### src/rtl/core/bpa_pkg.sv
package bpa_pkg;

  localparam logic [1:0] FN_ALLOC = 2'd0;
  localparam logic [1:0] FN_FREE  = 2'd1;
  localparam logic [1:0] FN_ADD   = 2'd2;

  localparam logic [1:0] ST_OK  = 2'd0;
  localparam logic [1:0] ST_OOM = 2'd1;
  localparam logic [1:0] ST_DF  = 2'd2;
  localparam logic [1:0] ST_BAD = 2'd3;

  typedef struct packed {
    logic       load_req;
    logic       set_st;
    logic [1:0] st_code;
    logic       a_start;
    logic       a_take;
    logic       a_inc;
    logic       a_pop;
    logic       a_split;
    logic       a_finish;
    logic       f_read_mark;
    logic       f_clear;
    logic       f_bud;
    logic       u_start;
    logic       u_read;
    logic       u_hit;
    logic       u_step;
    logic       f_push;
    logic       r_start;
    logic       r_step;
    logic       clr_step;
    logic       out_load;
  } cmd_t;

  typedef struct packed {
    logic [1:0] func;
    logic       ord_bad;
    logic       page_bad;
    logic       head_valid;
    logic       o_at_top;
    logic       o_above_ord;
    logic       mark_rd;
    logic       bud_ok;
    logic       cur_end;
    logic       cur_hit;
    logic       pg_below_top;
    logic       clr_last;
    logic       out_free;
  } sts_t;

endpackage

### src/rtl/core/bpa_ctrl.sv
module bpa_ctrl (
  input  logic          clk,
  input  logic          rst_n,
  input  logic          in_valid,
  output logic          in_ready,
  input  bpa_pkg::sts_t sts,
  output bpa_pkg::cmd_t cmd
);

  localparam logic [3:0] S_CLEAR   = 4'd0;
  localparam logic [3:0] S_IDLE    = 4'd1;
  localparam logic [3:0] S_DEC     = 4'd2;
  localparam logic [3:0] S_A_SRCH  = 4'd3;
  localparam logic [3:0] S_A_POP   = 4'd4;
  localparam logic [3:0] S_A_SPLIT = 4'd5;
  localparam logic [3:0] S_F_MARK  = 4'd6;
  localparam logic [3:0] S_F_BUD   = 4'd7;
  localparam logic [3:0] S_F_BMARK = 4'd8;
  localparam logic [3:0] S_U_CHK   = 4'd9;
  localparam logic [3:0] S_U_NEXT  = 4'd10;
  localparam logic [3:0] S_F_PUSH  = 4'd11;
  localparam logic [3:0] S_R_LOOP  = 4'd12;
  localparam logic [3:0] S_FIN     = 4'd13;

  logic [3:0] state_r, state_nxt;

  assign in_ready = state_r == S_IDLE;

  always_comb begin
    cmd       = '0;
    state_nxt = state_r;
    case (state_r)
      S_CLEAR: begin
        cmd.clr_step = 1'b1;
        if (sts.clr_last)
          state_nxt = S_IDLE;
      end
      S_IDLE: begin
        if (in_valid) begin
          cmd.load_req = 1'b1;
          state_nxt    = S_DEC;
        end
      end
      S_DEC: begin
        case (sts.func)
          bpa_pkg::FN_ALLOC: begin
            if (sts.ord_bad) begin
              cmd.set_st  = 1'b1;
              cmd.st_code = bpa_pkg::ST_BAD;
              state_nxt   = S_FIN;
            end else begin
              cmd.a_start = 1'b1;
              state_nxt   = S_A_SRCH;
            end
          end
          bpa_pkg::FN_FREE: begin
            if (sts.ord_bad || sts.page_bad) begin
              cmd.set_st  = 1'b1;
              cmd.st_code = bpa_pkg::ST_BAD;
              state_nxt   = S_FIN;
            end else begin
              cmd.f_read_mark = 1'b1;
              state_nxt       = S_F_MARK;
            end
          end
          bpa_pkg::FN_ADD: begin
            cmd.r_start = 1'b1;
            state_nxt   = S_R_LOOP;
          end
          default: begin
            cmd.set_st  = 1'b1;
            cmd.st_code = bpa_pkg::ST_BAD;
            state_nxt   = S_FIN;
          end
        endcase
      end
      S_A_SRCH: begin
        if (sts.head_valid) begin
          cmd.a_take = 1'b1;
          state_nxt  = S_A_POP;
        end else if (sts.o_at_top) begin
          cmd.set_st  = 1'b1;
          cmd.st_code = bpa_pkg::ST_OOM;
          state_nxt   = S_FIN;
        end else begin
          cmd.a_inc = 1'b1;
        end
      end
      S_A_POP: begin
        cmd.a_pop = 1'b1;
        state_nxt = S_A_SPLIT;
      end
      S_A_SPLIT: begin
        if (sts.o_above_ord) begin
          cmd.a_split = 1'b1;
        end else begin
          cmd.a_finish = 1'b1;
          state_nxt    = S_FIN;
        end
      end
      S_F_MARK: begin
        if (!sts.mark_rd) begin
          cmd.set_st  = 1'b1;
          cmd.st_code = bpa_pkg::ST_DF;
          state_nxt   = S_FIN;
        end else begin
          cmd.f_clear = 1'b1;
          state_nxt   = S_F_BUD;
        end
      end
      S_F_BUD: begin
        if (sts.o_at_top || !sts.bud_ok) begin
          state_nxt = S_F_PUSH;
        end else begin
          cmd.f_bud = 1'b1;
          state_nxt = S_F_BMARK;
        end
      end
      S_F_BMARK: begin
        if (sts.mark_rd) begin
          state_nxt = S_F_PUSH;
        end else begin
          cmd.u_start = 1'b1;
          state_nxt   = S_U_CHK;
        end
      end
      S_U_CHK: begin
        if (sts.cur_end) begin
          state_nxt = S_F_PUSH;
        end else begin
          cmd.u_read = 1'b1;
          state_nxt  = S_U_NEXT;
        end
      end
      S_U_NEXT: begin
        if (sts.cur_hit) begin
          cmd.u_hit = 1'b1;
          state_nxt = S_F_BUD;
        end else begin
          cmd.u_step = 1'b1;
          state_nxt  = S_U_CHK;
        end
      end
      S_F_PUSH: begin
        cmd.f_push = 1'b1;
        state_nxt  = S_FIN;
      end
      S_R_LOOP: begin
        if (sts.pg_below_top)
          cmd.r_step = 1'b1;
        else
          state_nxt = S_FIN;
      end
      S_FIN: begin
        if (sts.out_free) begin
          cmd.out_load = 1'b1;
          state_nxt    = S_IDLE;
        end
      end
      default: state_nxt = S_IDLE;
    endcase
  end

  always_ff @(posedge clk) begin
    if (!rst_n)
      state_r <= S_CLEAR;
    else
      state_r <= state_nxt;
  end

endmodule

### config.mk
export PLATFORM = sky130hd
export DESIGN_NAME = bpa_ctrl
export DESIGN_NICKNAME = d
export VERILOG_FILES = /design/src/rtl/core/bpa_pkg.sv /design/src/rtl/core/bpa_ctrl.sv
export SDC_FILE = /design/constraint.sdc
export NUM_CORES = 1
export LEC_CHECK = 0
export BUFFER_PORTS_ARGS = -buffer_cell sky130_fd_sc_hd__buf_2
export CAP_MARGIN = 20
export CORE_MARGIN = 5
export CORE_UTILIZATION = 35
export DETAILED_ROUTE_END_ITERATION = 10
export GPL_TIMING_DRIVEN = 0
export PLACE_DENSITY_LB_ADDON = 0.12
export SLEW_MARGIN = 0
export SYNTH_ARGS = -nofsm -noshare
export SYNTH_HDL_FRONTEND = slang
export SYNTH_SLANG_ARGS = --single-unit
### constraint.sdc
create_clock -name clk -period 2.03 [get_ports clk]
set_clock_uncertainty 0.1 [all_clocks]
set_input_delay 0.3045 -clock clk [delete_from_list [all_inputs] [get_ports clk]]
set_output_delay 0.3045 -clock clk [all_outputs]
set_load 0.01 [all_outputs]
# Word-level counts from Yosys, hierarchy flattened
# Cells that the tools add are included.
[totals]
inputBits = 17
ff_bits = 4
output_inout_bits = 23
[op_classes]
n_reduce_logical = 6
eq_ne = 21
muxes = 58
[ops]
columns = ["op", "count"]
rows = [
  ["$pmux 4 s14", 1],
  ["$mux 4", 11],
  ["$mux 1", 33],
  ["$eq 4x4->1 const B", 6],
  ["$pmux 3 s3", 2],
  ["$eq 4x3->1 const B", 4],
  ["$mux 3", 5],
  ["$pmux 4 s3", 1],
  ["$mux 2", 5],
  ["$ne 2x2->1 const B", 5],
  ["$eq 4x2->1 const B", 2],
  ["$reduce_and 6->1", 1],
  ["$eq 4x1->1 const B", 1],
  ["$logic_not 4->1", 1],
  ["$ne 3x3->1 const B", 1],
  ["$eq 2x1->1 const B", 1],
  ["$eq 2x2->1 const B", 1],
  ["$logic_not 2->1", 1],
  ["$logic_or 1x1->1", 2],
  ["$logic_not 1->1", 1],
]

# Longest topological paths before layout
[depth]
word_depth = 4
mapped_depth = 7
mapped_depth_nobuf = 7

# Least setup slack after synthesis
# No wires, ideal clock.
[synth_path]
path_kind = "input -> output"
start = "in sts[12] (netlist name)"
end = "out cmd[20] (netlist name)"
path_slack_ps = 279
path_stages = 7
n_path_buf = 0
t_arrival_ps = 1346
path_cell_list = "inv_1 -> ha_1 -> o21ai_0 -> a21oi_1 -> a31oi_1 -> nor3_1 -> a41o_1"
[synth_rtl]
columns = ["element", "line_no", "source"]
rows = [
  ["start: declaration", "bpa_ctrl.sv:6", "input bpa_pkg::sts_t sts,"],
  ["end: declaration", "bpa_ctrl.sv:7", "output bpa_pkg::cmd_t cmd"],
]

==> run summary <==
The first global-routing pass estimated 4290 um of wire. The setup path with the least slack is of type reg2out. Summing all multi-input logic gate instances after layout gives 664 um^2. The count of flip-flops with a built-in enable after synthesis was 0.

Traced cell by cell, the critical path runs through buf_4, nor2_1, nand2_1, a221oi_2, buf_2. The core occupancy in the finished layout is 49.0%. Input and output buffers added on the ports amount to 39.

The register with the most flip-flops in the layout has 4 of them. The run gives 17 as the row count. The die covers 3490 um^2. The run gives 0 ns as the total negative slack for setup checks. Summing over every cut layer, the via total after detailed routing is 1,004.

The tools report the max-slew headroom at the worst pin as 68.6%. Summing the sequential cell areas from Yosys gives 9.51% of the chip area. For the number of hold violations in the final report, the log shows 0. The startpoint type of the worst setup path is a register.

The area growth from synthesis to layout came out at 31.2%. For the total iterations of the first detailed-routing run, the log shows 4. The path class of the tightest hold or removal check is in2reg. The leakage power summed over all cells is 0.551 nW, and the global placer's final weighted congestion is 0.849. Slew at the pin closest to its max-slew limit: 0.458 ns.

In this run the remaining antenna-violating nets after routing total 0. In the final layout, the registers with the most flip-flops are state_r x4. Of all flip-flops after synthesis, the portion carrying an async set or reset was 0%. The H-tree depth reported by CTS is 1.

The overall routed net length came out at 2730 um. The number of inserted diodes was 0. The completed layout was analyzed and its total power is 0.309 mW.

The cell taking the most area after synthesis is dfxtp_1. By instance count, the leading cell after synthesis is nor2_1. The post-synth design cell area was 842 um^2.

Using the TritonRoute via totals, the vias-per-cell ratio works out to 5.34. The tools report the number of distinct standard cells referenced by the synthesized netlist as 44. For the filler cell count in the final layout, the log shows 257. The largest stage delay on the critical path came out at 0.33 ns. The logs give 0 for the number of DRC violations after detailed routing and 0 for the sum of overflow across all layers after global routing.

TritonCTS built the clock tree. The register with the most flip-flops in the final layout is state_r. The total of flip-flops plus latches after synthesis works out to 4. The synthesized area per cell is 7.14 um^2.

Final count of negative-setup-slack endpoints: 0. The run finished with clean final reports. Summed over all nets, the half-perimeter wirelength after detailed placement is 2170 um. Across the VDD grid, the largest voltage drop is 257 uV.

The floorplan step defined a core boundary enclosing 2250 um^2. For the post-synthesis cell count, the log shows 118. For this design, the slowest cell found on the critical path is dfxtp_1. The logs give 0 for the number of warnings printed during yosys synthesis and 11 for the maximum number of pins on one net before global-route repair. The synthesized design devotes to its leading area cell type 9.51% of total area. The share of final-layout standard cells stronger than drive strength 1 works out to 39.4%. For the number of global-route vias before repair, the log shows 959.

The final max-slew violation count is 0, and the sequential cell area in the final layout is 80.1 um^2. Clock tree synthesis selected as its root buffer the cell clkbuf_4. The arrival time at the worst endpoint is 1.54 ns, and the number of maximum-capacitance constraint violations is 0.

The clock-pin slew on the worst setup and hold paths is 0.03 ns, and the number of ports placed on the die boundary is 40. The maximum clock insertion buffer count came out at 2. The tools report the endpoint kind of the worst setup timing path as an output port.

The number of buffers created by CTS came out at 3. Initial antenna violation count: 0. By count the netlist is led by nor2_1, a21oi_1, nand2_1, nor3_1.

After detailed routing, the average wire length per cell comes to 14.5 um. Upper clock frequency limit: 514 MHz. The largest delay contributor family on the critical path was simple AND/OR/NAND/NOR gates. The post-CTS repair timing setup buffer count came out at 0. The clock reaches the later pin of the worst-skew pair after 0.23 ns.

The detailed router finished its first iteration with 22 violations. For this configuration, the core starts out at a cell density of 37.3%. The logs give 183 for the net count of the finished layout and 1.63 ns for the required time at the endpoint of the critical path. The CTS sink count is 4, and the die boundary width is 59.1 um. The post-layout minimum cycle time is 1.95 ns.

In the finished design, the share of the clock period the worst path needs comes to 95.9%. In the post-synthesis netlist, the biggest area contributors are dfxtp_1, ha_1, nor2_1. In the global route stage, overall resource usage came out at 15.6%.

The areal power density over the cells is 280 nW/um^2, and the die outline height is 59.1 um. The buffering stage count on the worst path with inverters included works out to 2. The dominant synthesized flop cell is dfxtp_1. Of all nets on the critical path, the largest fanout is 10. Counting every net in the synthesized netlist gives 139.
-- stage by stage --
stage / area, um^2 / cells / hold WS (ns) / setup slack, ns
floorplan: 842 / 118 / 0.322 / 0.279
global placement: 1070 / 185 / 0.464 / 0.0495
detailed placement: 1070 / 185 / 0.473 / 0.0881
CTS: 1090 / 188 / 0.233 / 0.0159
global route: 1100 / 188 / 0.258 / -0.00325
finish: 1100 / 188 / 0.241 / 0.0832
-- timing repair --
| item | 4_1_cts | 5_1_grt |
|---|---|---|
| setup endpoints to repair | 0 | 1 |
| gates resized for setup | 0 | 6 |
| hold buffers | 0 | 0 |
| endpoints found under the hold margin | 0 | 0 |
-- logic make-up (layout without fill, tap and decap cells) --
group / Yosys count / after routing / synth area share, %
compound gates: 32 / 32 / 29.6
fa+ha+maj: 4 / 4 / 5.94
simple gates: 62 / 62 / 42.8
flops: 4 / 4 / 9.51
buf+inv: 16 / 58 / 12.2
-- layout by cell type, fill, tap and decap left out, types with 2 or more instances in the layout --
master	count
nor2_1	13
buf_6	3
o21ai_0	5
nand2b_1	4
ha_1	4
a21oi_1	8
nand3_1	2
clkbuf_4	3
nand2_1	8
nand2b_2	2
and3_1	5
buf_2	42
nor2b_1	5
buf_4	3
nor3_1	7
nor4_1	3
dfxtp_1	4
a2111oi_0	3
inv_1	6
a31oi_1	2
nor3_2	3
-- layer usage --
metal / track usage (%) / share of wire, % / vias up
li1: - / - / 515
met1: 20.5 / 45 / 457
met2: 26.2 / 48 / 32
met3: 2.61 / 7.2 / 0
met4: 3.88 / 0 / 0
met5: 0 / 0 / -
-- area by class of cell --
class	count	area share, %
inverter	6	2.04
sequential	4	7.25
tap	28	3.17
clock buffer	3	2.04
timing repair buffer	39	17.7
multi-input combinational	98	60.1
buffer	10	7.70
-- path summary, 6_finish.rpt --
| kind | startpoint | endpoint | slack, ns | depth (start not counted) |
|---|---|---|---|---|
| worst min register to register | state_r[0] | state_r[2] | 0.70 | 5 |
| worst min-delay path | rst_n | state_r[1] | 0.24 | 2 |
| worst max-delay path | state_r[3] | cmd[19] | 0.08 | 5 |
| worst max register to register | state_r[3] | state_r[3] | 0.23 | 5 |
-- power by group --
group	switching (mW)	total [mW]	leakage, nW	internal (mW)
clock network	0.0279	0.0937	0.0138	0.0658
registers	0.000595	0.0820	0.0325	0.0814
logic	0.0777	0.134	0.505	0.0560
total	0.106	0.309	0.551	0.203
-- worst register-to-register path, delay by kind of cell (launching register included) --
| family | cells | cell delay, ns |
|---|---|---|
| buffers and inverters | 2 | 0.38 |
| and+or+nand+nor | 1 | 0.20 |
| DFF | 1 | 0.37 |
| AOI/OAI and AO/OA | 2 | 0.62 |
Note: power is estimated with default switching activity, not from simulation.
